$ cat config.mk
export PLATFORM = sky130hd
export DESIGN_NAME = length_prefixed_packet_deframer_unit_flat
export DESIGN_NICKNAME = d
export VERILOG_FILES = /design/src/lppd_pkg.sv /design/src/lppd_in_if.sv /design/src/lppd_out_if.sv /design/src/lppd_parser.sv /design/src/lppd_out_reg.sv /design/src/length_prefixed_packet_deframer_unit.sv /design/src/flat_wrapper.sv
export SDC_FILE = /design/constraint.sdc
export NUM_CORES = 1
export LEC_CHECK = 0
export ABC_AREA = 0
export BUFFER_PORTS_ARGS = -buffer_cell sky130_fd_sc_hd__buf_2
export CELL_PAD_IN_SITES_DETAIL_PLACEMENT = 1
export CELL_PAD_IN_SITES_GLOBAL_PLACEMENT = 2
export CORE_ASPECT_RATIO = 1.4
export CORE_UTILIZATION = 41
export CTS_BUF_LIST = sky130_fd_sc_hd__clkbuf_4 sky130_fd_sc_hd__clkbuf_8 sky130_fd_sc_hd__clkbuf_16
export CTS_CLUSTER_DIAMETER = 200
export DETAILED_ROUTE_END_ITERATION = 10
export GPL_ROUTABILITY_DRIVEN = 0
export PLACE_DENSITY = 0.79
export SYNTH_ARGS = -nofsm -noshare
export SYNTH_HDL_FRONTEND = slang
export SYNTH_SLANG_ARGS = --single-unit
$ cat constraint.sdc
create_clock -name clk -period 8.96 [get_ports clk]
set_input_delay 0.448 -clock clk [delete_from_list [all_inputs] [get_ports clk]]
set_output_delay 0.448 -clock clk [all_outputs]
set_load 0.02 [all_outputs]
$ cat src/lppd_pkg.sv
package lppd_pkg;

	localparam int unsigned HDR_BYTES = 11;
	localparam int unsigned MIN_BYTES = 13;
	localparam int unsigned CHK_BYTES = 2;

	// byte index only matters up to the too-short decision, so it saturates there
	localparam int unsigned POS_W = 4;
	localparam logic [POS_W-1:0] POS_SAT = POS_W'(MIN_BYTES - 1);
	localparam logic [POS_W-1:0] POS_KIND = POS_W'(2);
	localparam logic [POS_W-1:0] POS_SEQ_END = POS_W'(7);
	localparam logic [POS_W-1:0] POS_LEN_LAST = POS_W'(HDR_BYTES - 1);

	localparam logic KIND_PAYLOAD = 1'b0;
	localparam logic KIND_REPORT = 1'b1;

	localparam logic [1:0] ST_OK = 2'd0;
	localparam logic [1:0] ST_TOO_SHORT = 2'd1;
	localparam logic [1:0] ST_LEN_MISMATCH = 2'd2;

	typedef enum logic [3:0] {
		PH_HDR  = 4'b0001,
		PH_BODY = 4'b0010,
		PH_CHK  = 4'b0100,
		PH_DONE = 4'b1000
	} phase_t;

	typedef struct packed {
		logic        result_kind;
		logic [7:0]  payload_byte;
		logic [1:0]  status;
		logic [15:0] proto_version;
		logic [7:0]  packet_kind;
		logic [31:0] sequence_number;
		logic [31:0] payload_length;
		logic [15:0] check_value;
		logic        frame_last;
	} res_t;

endpackage

$ cat src/lppd_in_if.sv
interface lppd_in_if;
	logic       valid;
	logic       ready;
	logic [7:0] rx_byte;
	logic       buffer_end;

	modport source (output valid, output rx_byte, output buffer_end, input ready);
	modport sink (input valid, input rx_byte, input buffer_end, output ready);
endinterface

$ cat src/lppd_out_if.sv
interface lppd_out_if;
	logic        valid;
	logic        ready;
	logic        result_kind;
	logic [7:0]  payload_byte;
	logic [1:0]  status;
	logic [15:0] proto_version;
	logic [7:0]  packet_kind;
	logic [31:0] sequence_number;
	logic [31:0] payload_length;
	logic [15:0] check_value;
	logic        frame_last;

	modport source (output valid, output result_kind, output payload_byte, output status,
		output proto_version, output packet_kind, output sequence_number,
		output payload_length, output check_value, output frame_last, input ready);
	modport sink (input valid, input result_kind, input payload_byte, input status,
		input proto_version, input packet_kind, input sequence_number,
		input payload_length, input check_value, input frame_last, output ready);
endinterface

$ cat src/lppd_parser.sv
module lppd_parser
	import lppd_pkg::*;
(
	input  logic       clk,
	input  logic       arst_n,
	input  logic       acc,
	input  logic [7:0] rx_byte,
	input  logic       buffer_end,
	output logic       res_valid,
	output res_t       res
);

	phase_t          phase_q, phase_d;
	logic [POS_W-1:0] pos_q, pos_d;
	logic [15:0]     ver_q, ver_d;
	logic [7:0]      kind_q, kind_d;
	logic [31:0]     seq_q, seq_d;
	logic [31:0]     len_q, len_d;
	logic [31:0]     rem_q, rem_d;
	logic [15:0]     chk_q, chk_d;
	logic            completes;
	logic            is_payload;

	always_comb begin
		phase_d = phase_q;
		ver_d = ver_q;
		kind_d = kind_q;
		seq_d = seq_q;
		len_d = len_q;
		rem_d = rem_q;
		chk_d = chk_q;
		completes = 1'b0;
		is_payload = 1'b0;
		case (phase_q)
			PH_HDR: begin
				if (pos_q < POS_KIND) begin
					ver_d = {ver_q[7:0], rx_byte};
				end else if (pos_q == POS_KIND) begin
					kind_d = rx_byte;
				end else if (pos_q < POS_SEQ_END) begin
					seq_d = {seq_q[23:0], rx_byte};
				end else begin
					len_d = {len_q[23:0], rx_byte};
					if (pos_q == POS_LEN_LAST) begin
						rem_d = len_d;
						phase_d = PH_BODY;
					end
				end
			end
			PH_BODY: begin
				if (rem_q != '0) begin
					is_payload = 1'b1;
					rem_d = rem_q - 32'd1;
				end else begin
					// first check byte
					chk_d = {chk_q[7:0], rx_byte};
					phase_d = PH_CHK;
				end
			end
			PH_CHK: begin
				chk_d = {chk_q[7:0], rx_byte};
				completes = 1'b1;
				phase_d = PH_DONE;
			end
			PH_DONE: begin
				phase_d = PH_DONE;
			end
			default: begin
				phase_d = PH_HDR;
			end
		endcase

		pos_d = (pos_q == POS_SAT) ? pos_q : pos_q + POS_W'(1);
		if (buffer_end) begin
			phase_d = PH_HDR;
			pos_d = '0;
		end
	end

	always_comb begin
		res = '0;
		res_valid = 1'b0;
		if (completes) begin
			res_valid = 1'b1;
			res.result_kind = KIND_REPORT;
			res.status = ST_OK;
			res.proto_version = ver_d;
			res.packet_kind = kind_d;
			res.sequence_number = seq_d;
			res.payload_length = len_d;
			res.check_value = chk_d;
			res.frame_last = 1'b1;
		end else if (buffer_end && phase_q != PH_DONE) begin
			// short buffer: the report replaces any payload byte here
			res_valid = 1'b1;
			res.result_kind = KIND_REPORT;
			res.status = (pos_q < POS_SAT) ? ST_TOO_SHORT : ST_LEN_MISMATCH;
			res.frame_last = 1'b1;
		end else if (is_payload) begin
			res_valid = 1'b1;
			res.result_kind = KIND_PAYLOAD;
			res.payload_byte = rx_byte;
		end
	end

	always_ff @(posedge clk or negedge arst_n) begin
		if (!arst_n) begin
			phase_q <= PH_HDR;
			pos_q <= '0;
		end else if (acc) begin
			phase_q <= phase_d;
			pos_q <= pos_d;
		end
	end

	always_ff @(posedge clk) begin
		if (acc) begin
			ver_q <= ver_d;
			kind_q <= kind_d;
			seq_q <= seq_d;
			len_q <= len_d;
			rem_q <= rem_d;
			chk_q <= chk_d;
		end
	end

endmodule

$ cat src/lppd_out_reg.sv
module lppd_out_reg
	import lppd_pkg::*;
(
	input  logic clk,
	input  logic arst_n,
	input  logic load,
	input  res_t res,
	input  logic out_ready,
	output logic in_ready,
	output logic out_valid,
	output res_t out_res
);

	logic valid_q;
	res_t res_q;

	// a new request can enter when no result is held or when the held result leaves in the same cycle
	assign in_ready = !valid_q || out_ready;
	assign out_valid = valid_q;
	assign out_res = res_q;

	always_ff @(posedge clk or negedge arst_n) begin
		if (!arst_n) begin
			valid_q <= 1'b0;
		end else if (in_ready) begin
			valid_q <= load;
		end
	end

	always_ff @(posedge clk) begin
		if (in_ready && load) begin
			res_q <= res;
		end
	end

endmodule

$ cat src/length_prefixed_packet_deframer_unit.sv
// Length-prefixed packet deframer.
// in: one received byte per request (rx_byte) with buffer_end marking the last
//   byte of a buffer. Header is big-endian: version(2) type(1) seq(4) len(4),
//   then len payload bytes, then a 2-byte check value (carried, not verified).
// out: zero or one result per input byte. result_kind 0 passes a payload byte;
//   result_kind 1 is a frame report (status ok with header fields and check
//   value, or too_short / length_mismatch with zeroed fields), frame_last = 1.
// Throughput: one byte per cycle unless stalled. A result is valid the cycle
//   after its byte is taken (one result register after the parse logic).
// The payload count runs down a 32-bit counter loaded when the length field
//   is complete; the header position counter saturates at 12.
// Stall: while out.ready is low and a result is held, in.ready drops; when
//   the held result is taken, a new byte is accepted in that same cycle.
// Reset: arst_n clears the parse phase, the position counter and the result
//   valid flag; the block is ready for the first byte of a buffer right away.
// After buffer_end the parser returns to the header phase for the next buffer.
module length_prefixed_packet_deframer_unit
	import lppd_pkg::*;
(
	input logic        clk,
	input logic        arst_n,
	lppd_in_if.sink    in,
	lppd_out_if.source out
);

	logic acc;
	logic res_valid;
	logic in_ready;
	res_t res;
	res_t out_res;

	assign in.ready = in_ready;
	assign acc = in.valid && in_ready;

	lppd_parser u_parser (
		.clk        (clk),
		.arst_n     (arst_n),
		.acc        (acc),
		.rx_byte    (in.rx_byte),
		.buffer_end (in.buffer_end),
		.res_valid  (res_valid),
		.res        (res)
	);

	lppd_out_reg u_out_reg (
		.clk       (clk),
		.arst_n    (arst_n),
		.load      (acc && res_valid),
		.res       (res),
		.out_ready (out.ready),
		.in_ready  (in_ready),
		.out_valid (out.valid),
		.out_res   (out_res)
	);

	assign out.result_kind = out_res.result_kind;
	assign out.payload_byte = out_res.payload_byte;
	assign out.status = out_res.status;
	assign out.proto_version = out_res.proto_version;
	assign out.packet_kind = out_res.packet_kind;
	assign out.sequence_number = out_res.sequence_number;
	assign out.payload_length = out_res.payload_length;
	assign out.check_value = out_res.check_value;
	assign out.frame_last = out_res.frame_last;

endmodule

$ cat src/flat_wrapper.sv
// flat-port wrapper written by rule: the top's interface ports become plain ports
module length_prefixed_packet_deframer_unit_flat import lppd_pkg::*;
  (clk, arst_n, in_valid, in_rx_byte, in_buffer_end, in_ready, out_valid, out_result_kind, out_payload_byte, out_status, out_proto_version, out_packet_kind, out_sequence_number, out_payload_length, out_check_value, out_frame_last, out_ready);
  lppd_in_if in_i ();
  lppd_out_if out_i ();
  input logic clk;
  input logic arst_n;
  input wire logic [$bits(in_i.valid)-1:0] in_valid;
  input wire logic [$bits(in_i.rx_byte)-1:0] in_rx_byte;
  input wire logic [$bits(in_i.buffer_end)-1:0] in_buffer_end;
  output wire logic [$bits(in_i.ready)-1:0] in_ready;
  output wire logic [$bits(out_i.valid)-1:0] out_valid;
  output wire logic [$bits(out_i.result_kind)-1:0] out_result_kind;
  output wire logic [$bits(out_i.payload_byte)-1:0] out_payload_byte;
  output wire logic [$bits(out_i.status)-1:0] out_status;
  output wire logic [$bits(out_i.proto_version)-1:0] out_proto_version;
  output wire logic [$bits(out_i.packet_kind)-1:0] out_packet_kind;
  output wire logic [$bits(out_i.sequence_number)-1:0] out_sequence_number;
  output wire logic [$bits(out_i.payload_length)-1:0] out_payload_length;
  output wire logic [$bits(out_i.check_value)-1:0] out_check_value;
  output wire logic [$bits(out_i.frame_last)-1:0] out_frame_last;
  input wire logic [$bits(out_i.ready)-1:0] out_ready;
  assign in_i.valid = in_valid;
  assign in_i.rx_byte = in_rx_byte;
  assign in_i.buffer_end = in_buffer_end;
  assign in_ready = in_i.ready;
  assign out_valid = out_i.valid;
  assign out_result_kind = out_i.result_kind;
  assign out_payload_byte = out_i.payload_byte;
  assign out_status = out_i.status;
  assign out_proto_version = out_i.proto_version;
  assign out_packet_kind = out_i.packet_kind;
  assign out_sequence_number = out_i.sequence_number;
  assign out_payload_length = out_i.payload_length;
  assign out_check_value = out_i.check_value;
  assign out_frame_last = out_i.frame_last;
  assign out_i.ready = out_ready;
  length_prefixed_packet_deframer_unit u_core (.clk(clk), .arst_n(arst_n), .in(in_i), .out(out_i));
endmodule
# --- Word-level counts from Yosys, hierarchy flattened ---
# Cells that the tools add are included.
# Widths: inputs -> output; s select.
op_classes:
  add_sub_neg: 2
  n_lt_le_gt_ge: 3
  n_eq_ne: 19
  mux: 38
  bitwise_logic: 2
  n_reduce_logical: 15
ops:
  columns: ["op", "n"]
  rows:
  - ["$mux 32", 13]
  - ["$pmux 32 s2", 1]
  - ["$mux 16", 3]
  - ["$mux 4", 8]
  - ["$pmux 16 s2", 1]
  - ["$reduce_bool 32->1", 1]
  - ["$sub 32x1->32 const B", 1]
  - ["$mux 8", 3]
  - ["$ne 3x3->1 const B", 5]
  - ["$eq 4x4->1 const B", 3]
  - ["$ne 2x2->1 const B", 6]
  - ["$pmux 4 s3", 1]
  - ["$eq 4x2->1 const B", 2]
  - ["$mux 1", 7]
  - ["$reduce_and 7->1", 1]
  - ["$reduce_and 6->1", 1]
  - ["$reduce_or 2->1", 3]
  - ["$add 4x1->4 const B", 1]
  - ["$eq 4x1->1 const B", 1]
  - ["$eq 4x3->1 const B", 1]
  - ["$logic_and 1x1->1", 4]
  - ["$lt 4x2->1 const B", 1]
  - ["$lt 4x3->1 const B", 1]
  - ["$lt 4x4->1 const B", 1]
  - ["8 further kinds", 9]
word_totals:
  reg_bits: 261
  inputBits: 13
  out_inout_bits: 118

# --- Depth between registers and ports, before layout ---
depth:
  ltp_word: 8
  ltp_mapped: 9

# --- Hierarchy ---
# Synthesis repeated with hierarchy kept, for this count alone.
hier_totals:
  hier_cells: 725
  hier_area_um2: 10901.7
by_module_without_submodules:
  columns: ["mod", "n_inst", "cells_each", "area_each_um2"]
  rows:
  - ["lppd_parser", 1, 603, 7352.1]
  - ["lppd_out_reg", 1, 120, 3537.1]
  - ["length_prefixed_packet_deframer_unit", 1, 2, 12.5]

# --- Worst setup path after synthesis ---
# OpenSTA, ideal clock, no wires.
synth_timing:
  kind: "reg2reg"
  start: "register u_core.u_parser.rem_q[0]"
  end: "register u_core.u_out_reg.res_q, in the netlist u_core.u_out_reg.out_res[0] (enable)"
  arrival_ns: 6.058
  required_time_ns: 8.368
  setup_slack_ns: 2.310
  stages_incl_launch_ff: 9
  path_buffers: 1
  synth_period_minus_slack_ns: 6.650
  path_cell_list: "edfxtp_1 inv_1 ha_1 nor4b_1 nand4_1 or3_1 clkbuf_1 a21oi_1 nor2_1"
synth_via:
  elab_chain_len: 8
synth_rtl:
  columns: ["element", "line_no", "source"]
  rows:
  - ["from (decl)", "lppd_parser.sv:19", "logic [31:0] rem_q, rem_d;"]
  - ["from (signal assigned)", "lppd_parser.sv:122", "rem_q <= rem_d;"]
  - ["$reduce_bool 32->1", "lppd_parser.sv:51", "if (rem_q != '0) begin"]
  - ["$mux 1", "lppd_parser.sv:51", null]
  - ["$mux 1", "lppd_parser.sv:34", "case (phase_q)"]
  - ["$mux 1", "lppd_parser.sv:99", "end else if (is_payload) begin"]
  - ["$mux 1", "lppd_parser.sv:93", "end else if (buffer_end && phase_q != PH_DONE) begin"]
  - ["$mux 1", "lppd_parser.sv:83", "if (completes) begin"]
  - ["$logic_and 1x1->1", "length_prefixed_packet_deframer_unit.sv:48", ".load (acc && res_valid),"]
  - ["$logic_and 1x1->1", "lppd_out_reg.sv:31", "if (in_ready && load) begin"]
  - ["to (signal assigned)", "lppd_out_reg.sv:32", "res_q <= res;"]
  - ["to (decl)", "lppd_out_reg.sv:15", "res_t res_q;"]
# No other way between the ends.
# A chain may end at the register's enable or synchronous reset.

# --- Final worst setup path ---
layout_timing:
  start: "register u_core.u_parser.rem_q[9]"
  end: "register u_core.u_out_reg.res_q, in the netlist u_core.u_out_reg.out_res[3] (enable)"
# The elaborated chain is that of the path after synthesis.

==> impl_results.md <==
- Status: finished, final reports clean
- Xor and xnor area share after synthesis: 2.25%
- Mean Syn Cell Area: 15.0 µm²
- Max-slew violation count: 0
- Gate power share: 10.5%
- Syn-to-layout area delta: 16.4%
- Clock power frac: 36.7%
- Vias in the first global route: 6,874
- Ys Warns: 0
- First-pass GRT wire length: 39,100 µm
- Crit path required time: 9110 ps
- Die X: 140 µm
- Hold path depth: 3
- IO Pins: 131
- Syn Nets: 745
- Worst-Margin Slew: 1110 ps
- Final setup vio count: 0
- Crit-path cells: nor4_2 -> nand4_2 -> or3_1 -> a21oi_1 -> nor2_4 -> buf_4
- Adder-Cell Fraction of Synth Area: 0.575%
- Async SR Flop Fraction: 3.56%
- Starting Density: 41.7%
- Synth cell types: 46
- Share of cells above drive strength 1: 32.5%
- Sequential fraction of the synthesis area: 69.4%
- Lkg Pwr: 4.61 nW
- Slew HR: 25.6%
- PortBufs: 130
- Commonest non-fill, non-tap cells in the layout: edfxtp_1, buf_2, and2_1
- Routed vias/inst: 5.30
- Mux contribution to synthesized area: 10.1%
- # rows: 70
- Worst setup skew after layout: 22.7 ps
- CTS clk-pin slew, worst paths: 60 ps
- CTS Buf Count: 26
- Leading cell type in the layout, fill and taps excluded: edfxtp_1
- Worst-Skew Late Latency: 530 ps
- Period minus WS final: 3200 ps
- CP max stage cell: or3_1
- Largest net degree at the start of global routing: 81
- Compound-Gate Fraction of Synth Area: 3.16%
- Pwr Total: 2.75 mW
- GR Overflow Total: 0
- Pre-antenna DRT Iters: 4
- Placed Area: 0.0119 mm²
- Total track usage: 18.6%
- Crit Path Category: reg2reg
- Crit-path max cell delay: 620 ps
- Root Driver: clkbuf_16
- Nets: 874
- Initial DRC Count: 419
- R2R cell count: 6
- Worst vdd ir: 166 µV
- Signal arrival time at the worst endpoint: 3350 ps
- Fin area: 0.0127 mm²
- DRT Wirelength: 24,900 µm
- Primary FF master, synth: edfxtp_1
- NetSw: 0.656 mW
- Max-Cap Viols: 0
- CP Buf/Inv Count: 1
- Stages on worst setup path: 6
- RSZ-0062 raised after global routing: no
- Die Y: 195 µm
- Peak Freq: 0.312 GHz
- TNS Setup: 0 ps
- Worst min-delay path class: in2reg
- Vias after detailed routing: 6,351
- Synth Area in Simple Gates: 12.7%
- Yosys reg bits: 253
- Post-CTS setup buffers: 0
- Worst-path maximum fanout: 66
- CTS tree: built
- Clock buffer depth: 3
- Power Internal: 2.09 mW
- Final Hold Vio Count: 0
- Period utilisation layout: 35.7%
- PwrDens: 217 mW/mm²
- CORE AREA: 0.0261 mm²
- Switching portion of total power: 23.9%
- Clock Sinks: 253
- DRC errors left: 0
- Largest family of logic cells by synthesized area: simple AND/OR/NAND/NOR gates
- Post-synth EDFFs: 244
- CP top delay family: simple AND/OR/NAND/NOR gates
- DR WL/cell: 20.7 µm
- Seq pwr share: 52.7%
- Mapped Cells: 727
- Crit. End Element: flip-flop
- Initial antenna violation count: 0
- HPWL Detailed: 16,600 µm
- Htree depth: 1
- Die ar.: 0.0272 mm²
- Worst setup SP type: flip-flop
- Netlist area before placement: 0.0109 mm²
- DRT antenna net count: 0
-- final timing paths --
| kind | startpoint | end | slack, ps |
|---|---|---|---|
| max | u_core.u_parser.rem_q[9] | u_core.u_out_reg.out_res[3] | 5760 |
| min | in_valid | u_core.u_out_reg.out_valid | 210 |
| max reg2reg | u_core.u_parser.rem_q[9] | u_core.u_out_reg.out_res[3] | 5760 |
| min reg2reg | u_core.u_parser.chk_q[7] | u_core.u_out_reg.out_res[16] | 550 |
| max in group asynchronous | arst_n | u_core.u_parser.phase_q[0] | 8370 |
| min in group asynchronous | arst_n | u_core.u_parser.pos_q[2] | 320 |
-- layout make-up --
cell class              count  area [µm²]
fillers                  2632       13400
clock inverters            13        67.6
repair buffers            139         721
multi-input cells         428        3170
diodes                      1        2.50
clock buffers              33         721
flip-flops and latches    253        7550
inverters                   8        32.5
well taps                 324         405
-- cells in the mapped netlist, drive strengths merged, types with 3 or more instances --
| master | instances | area [µm²] |
|---|---|---|
| o21ai | 33 | 176 |
| a21oi | 11 | 55.1 |
| and2 | 112 | 701 |
| ha | 5 | 62.6 |
| inv | 8 | 30.0 |
| nor4 | 16 | 128 |
| nand3 | 6 | 30.0 |
| a31oi | 3 | 18.8 |
| o31ai | 4 | 30.0 |
| nand2 | 39 | 146 |
| or3 | 6 | 37.5 |
| dfrtp | 8 | 200 |
| or4 | 4 | 30.0 |
| nor3b | 3 | 22.5 |
| xnor2 | 23 | 201 |
| nand4 | 3 | 25.0 |
| edfxtp | 244 | 7330 |
| xor2 | 5 | 43.8 |
| nor3 | 16 | 96.4 |
| buf | 11 | 61.3 |
| and3 | 3 | 18.8 |
| clkbuf | 27 | 101 |
| mux2 | 98 | 1100 |
| nor2 | 20 | 75.1 |
-- power by group through the flow --
stage,Combinational (mW),Sequential (mW),Clock [mW]
5_1_grt,0.313,1.46,1.07
6_report,0.289,1.45,1.01
3_3_place_gp,0.280,1.47,0
4_1_cts,0.295,1.45,1.04
2_1_floorplan,0.173,1.50,0
3_5_place_dp,0.293,1.47,0
-- kinds of logic after synthesis --
kind of cell / after synthesis
AO/OA/AOI/OAI: 59
XOR/XNOR: 28
adder cells (fa/ha/maj): 5
buffers and inverters: 46
flip-flops: 253
multiplexers: 98
AND/OR/NAND/NOR: 238
-- registers in the layout, indices dropped and copies added, names as in the netlist, 8 cells and up --
name / flops
u_core.u_out_reg.out_res: 116
u_core.u_parser.kind_q: 8
u_core.u_parser.chk_q: 8
u_core.u_parser.seq_q: 32
u_core.u_parser.rem_q: 32
u_core.u_parser.ver_q: 16
u_core.u_parser.len_q: 32
-- stage by stage --
| stage | hold slack [ps] | util [%] | std cells | setup slack, ps |
|---|---|---|---|---|
| 3_5_place_dp | 332 | 45.5 | 1151 | 5780 |
| 4_1_cts | 200 | 48.5 | 1198 | 5740 |
| 3_3_place_gp | 319 | 45.5 | 1151 | 5850 |
| 2_1_floorplan | 152 | - | 727 | 2310 |
| 5_1_grt | 209 | 48.5 | 1198 | 5490 |
| 6_report | 206 | 48.5 | 1199 | 5760 |
-- worst reg2reg max path: cells and delay by family, from the launching register on --
family	cells	cell delay [ps]
compound gates	1	330
simple gates	4	1620
flops	1	460
buf+inv	1	380
-- repair_timing --
| item | CTS | global route |
|---|---|---|
| hold buffers | 1 | 0 |
| hold endpoints to repair | 8 | 0 |
| gates resized for setup | 0 | 0 |
| endpoints found under the setup margin | 0 | 0 |
-- per-layer routing --
metal  vias to the layer above  part of all wire, %  GRT usage, %
met4                         0                  2.9          6.15
met1                      3242                   40          21.7
met2                       126                   53          34.5
met3                        37                  4.1          3.08
li1                       2946                    -             -
met5                         -                    0         0.363
(Power assumes the default switching activity.)
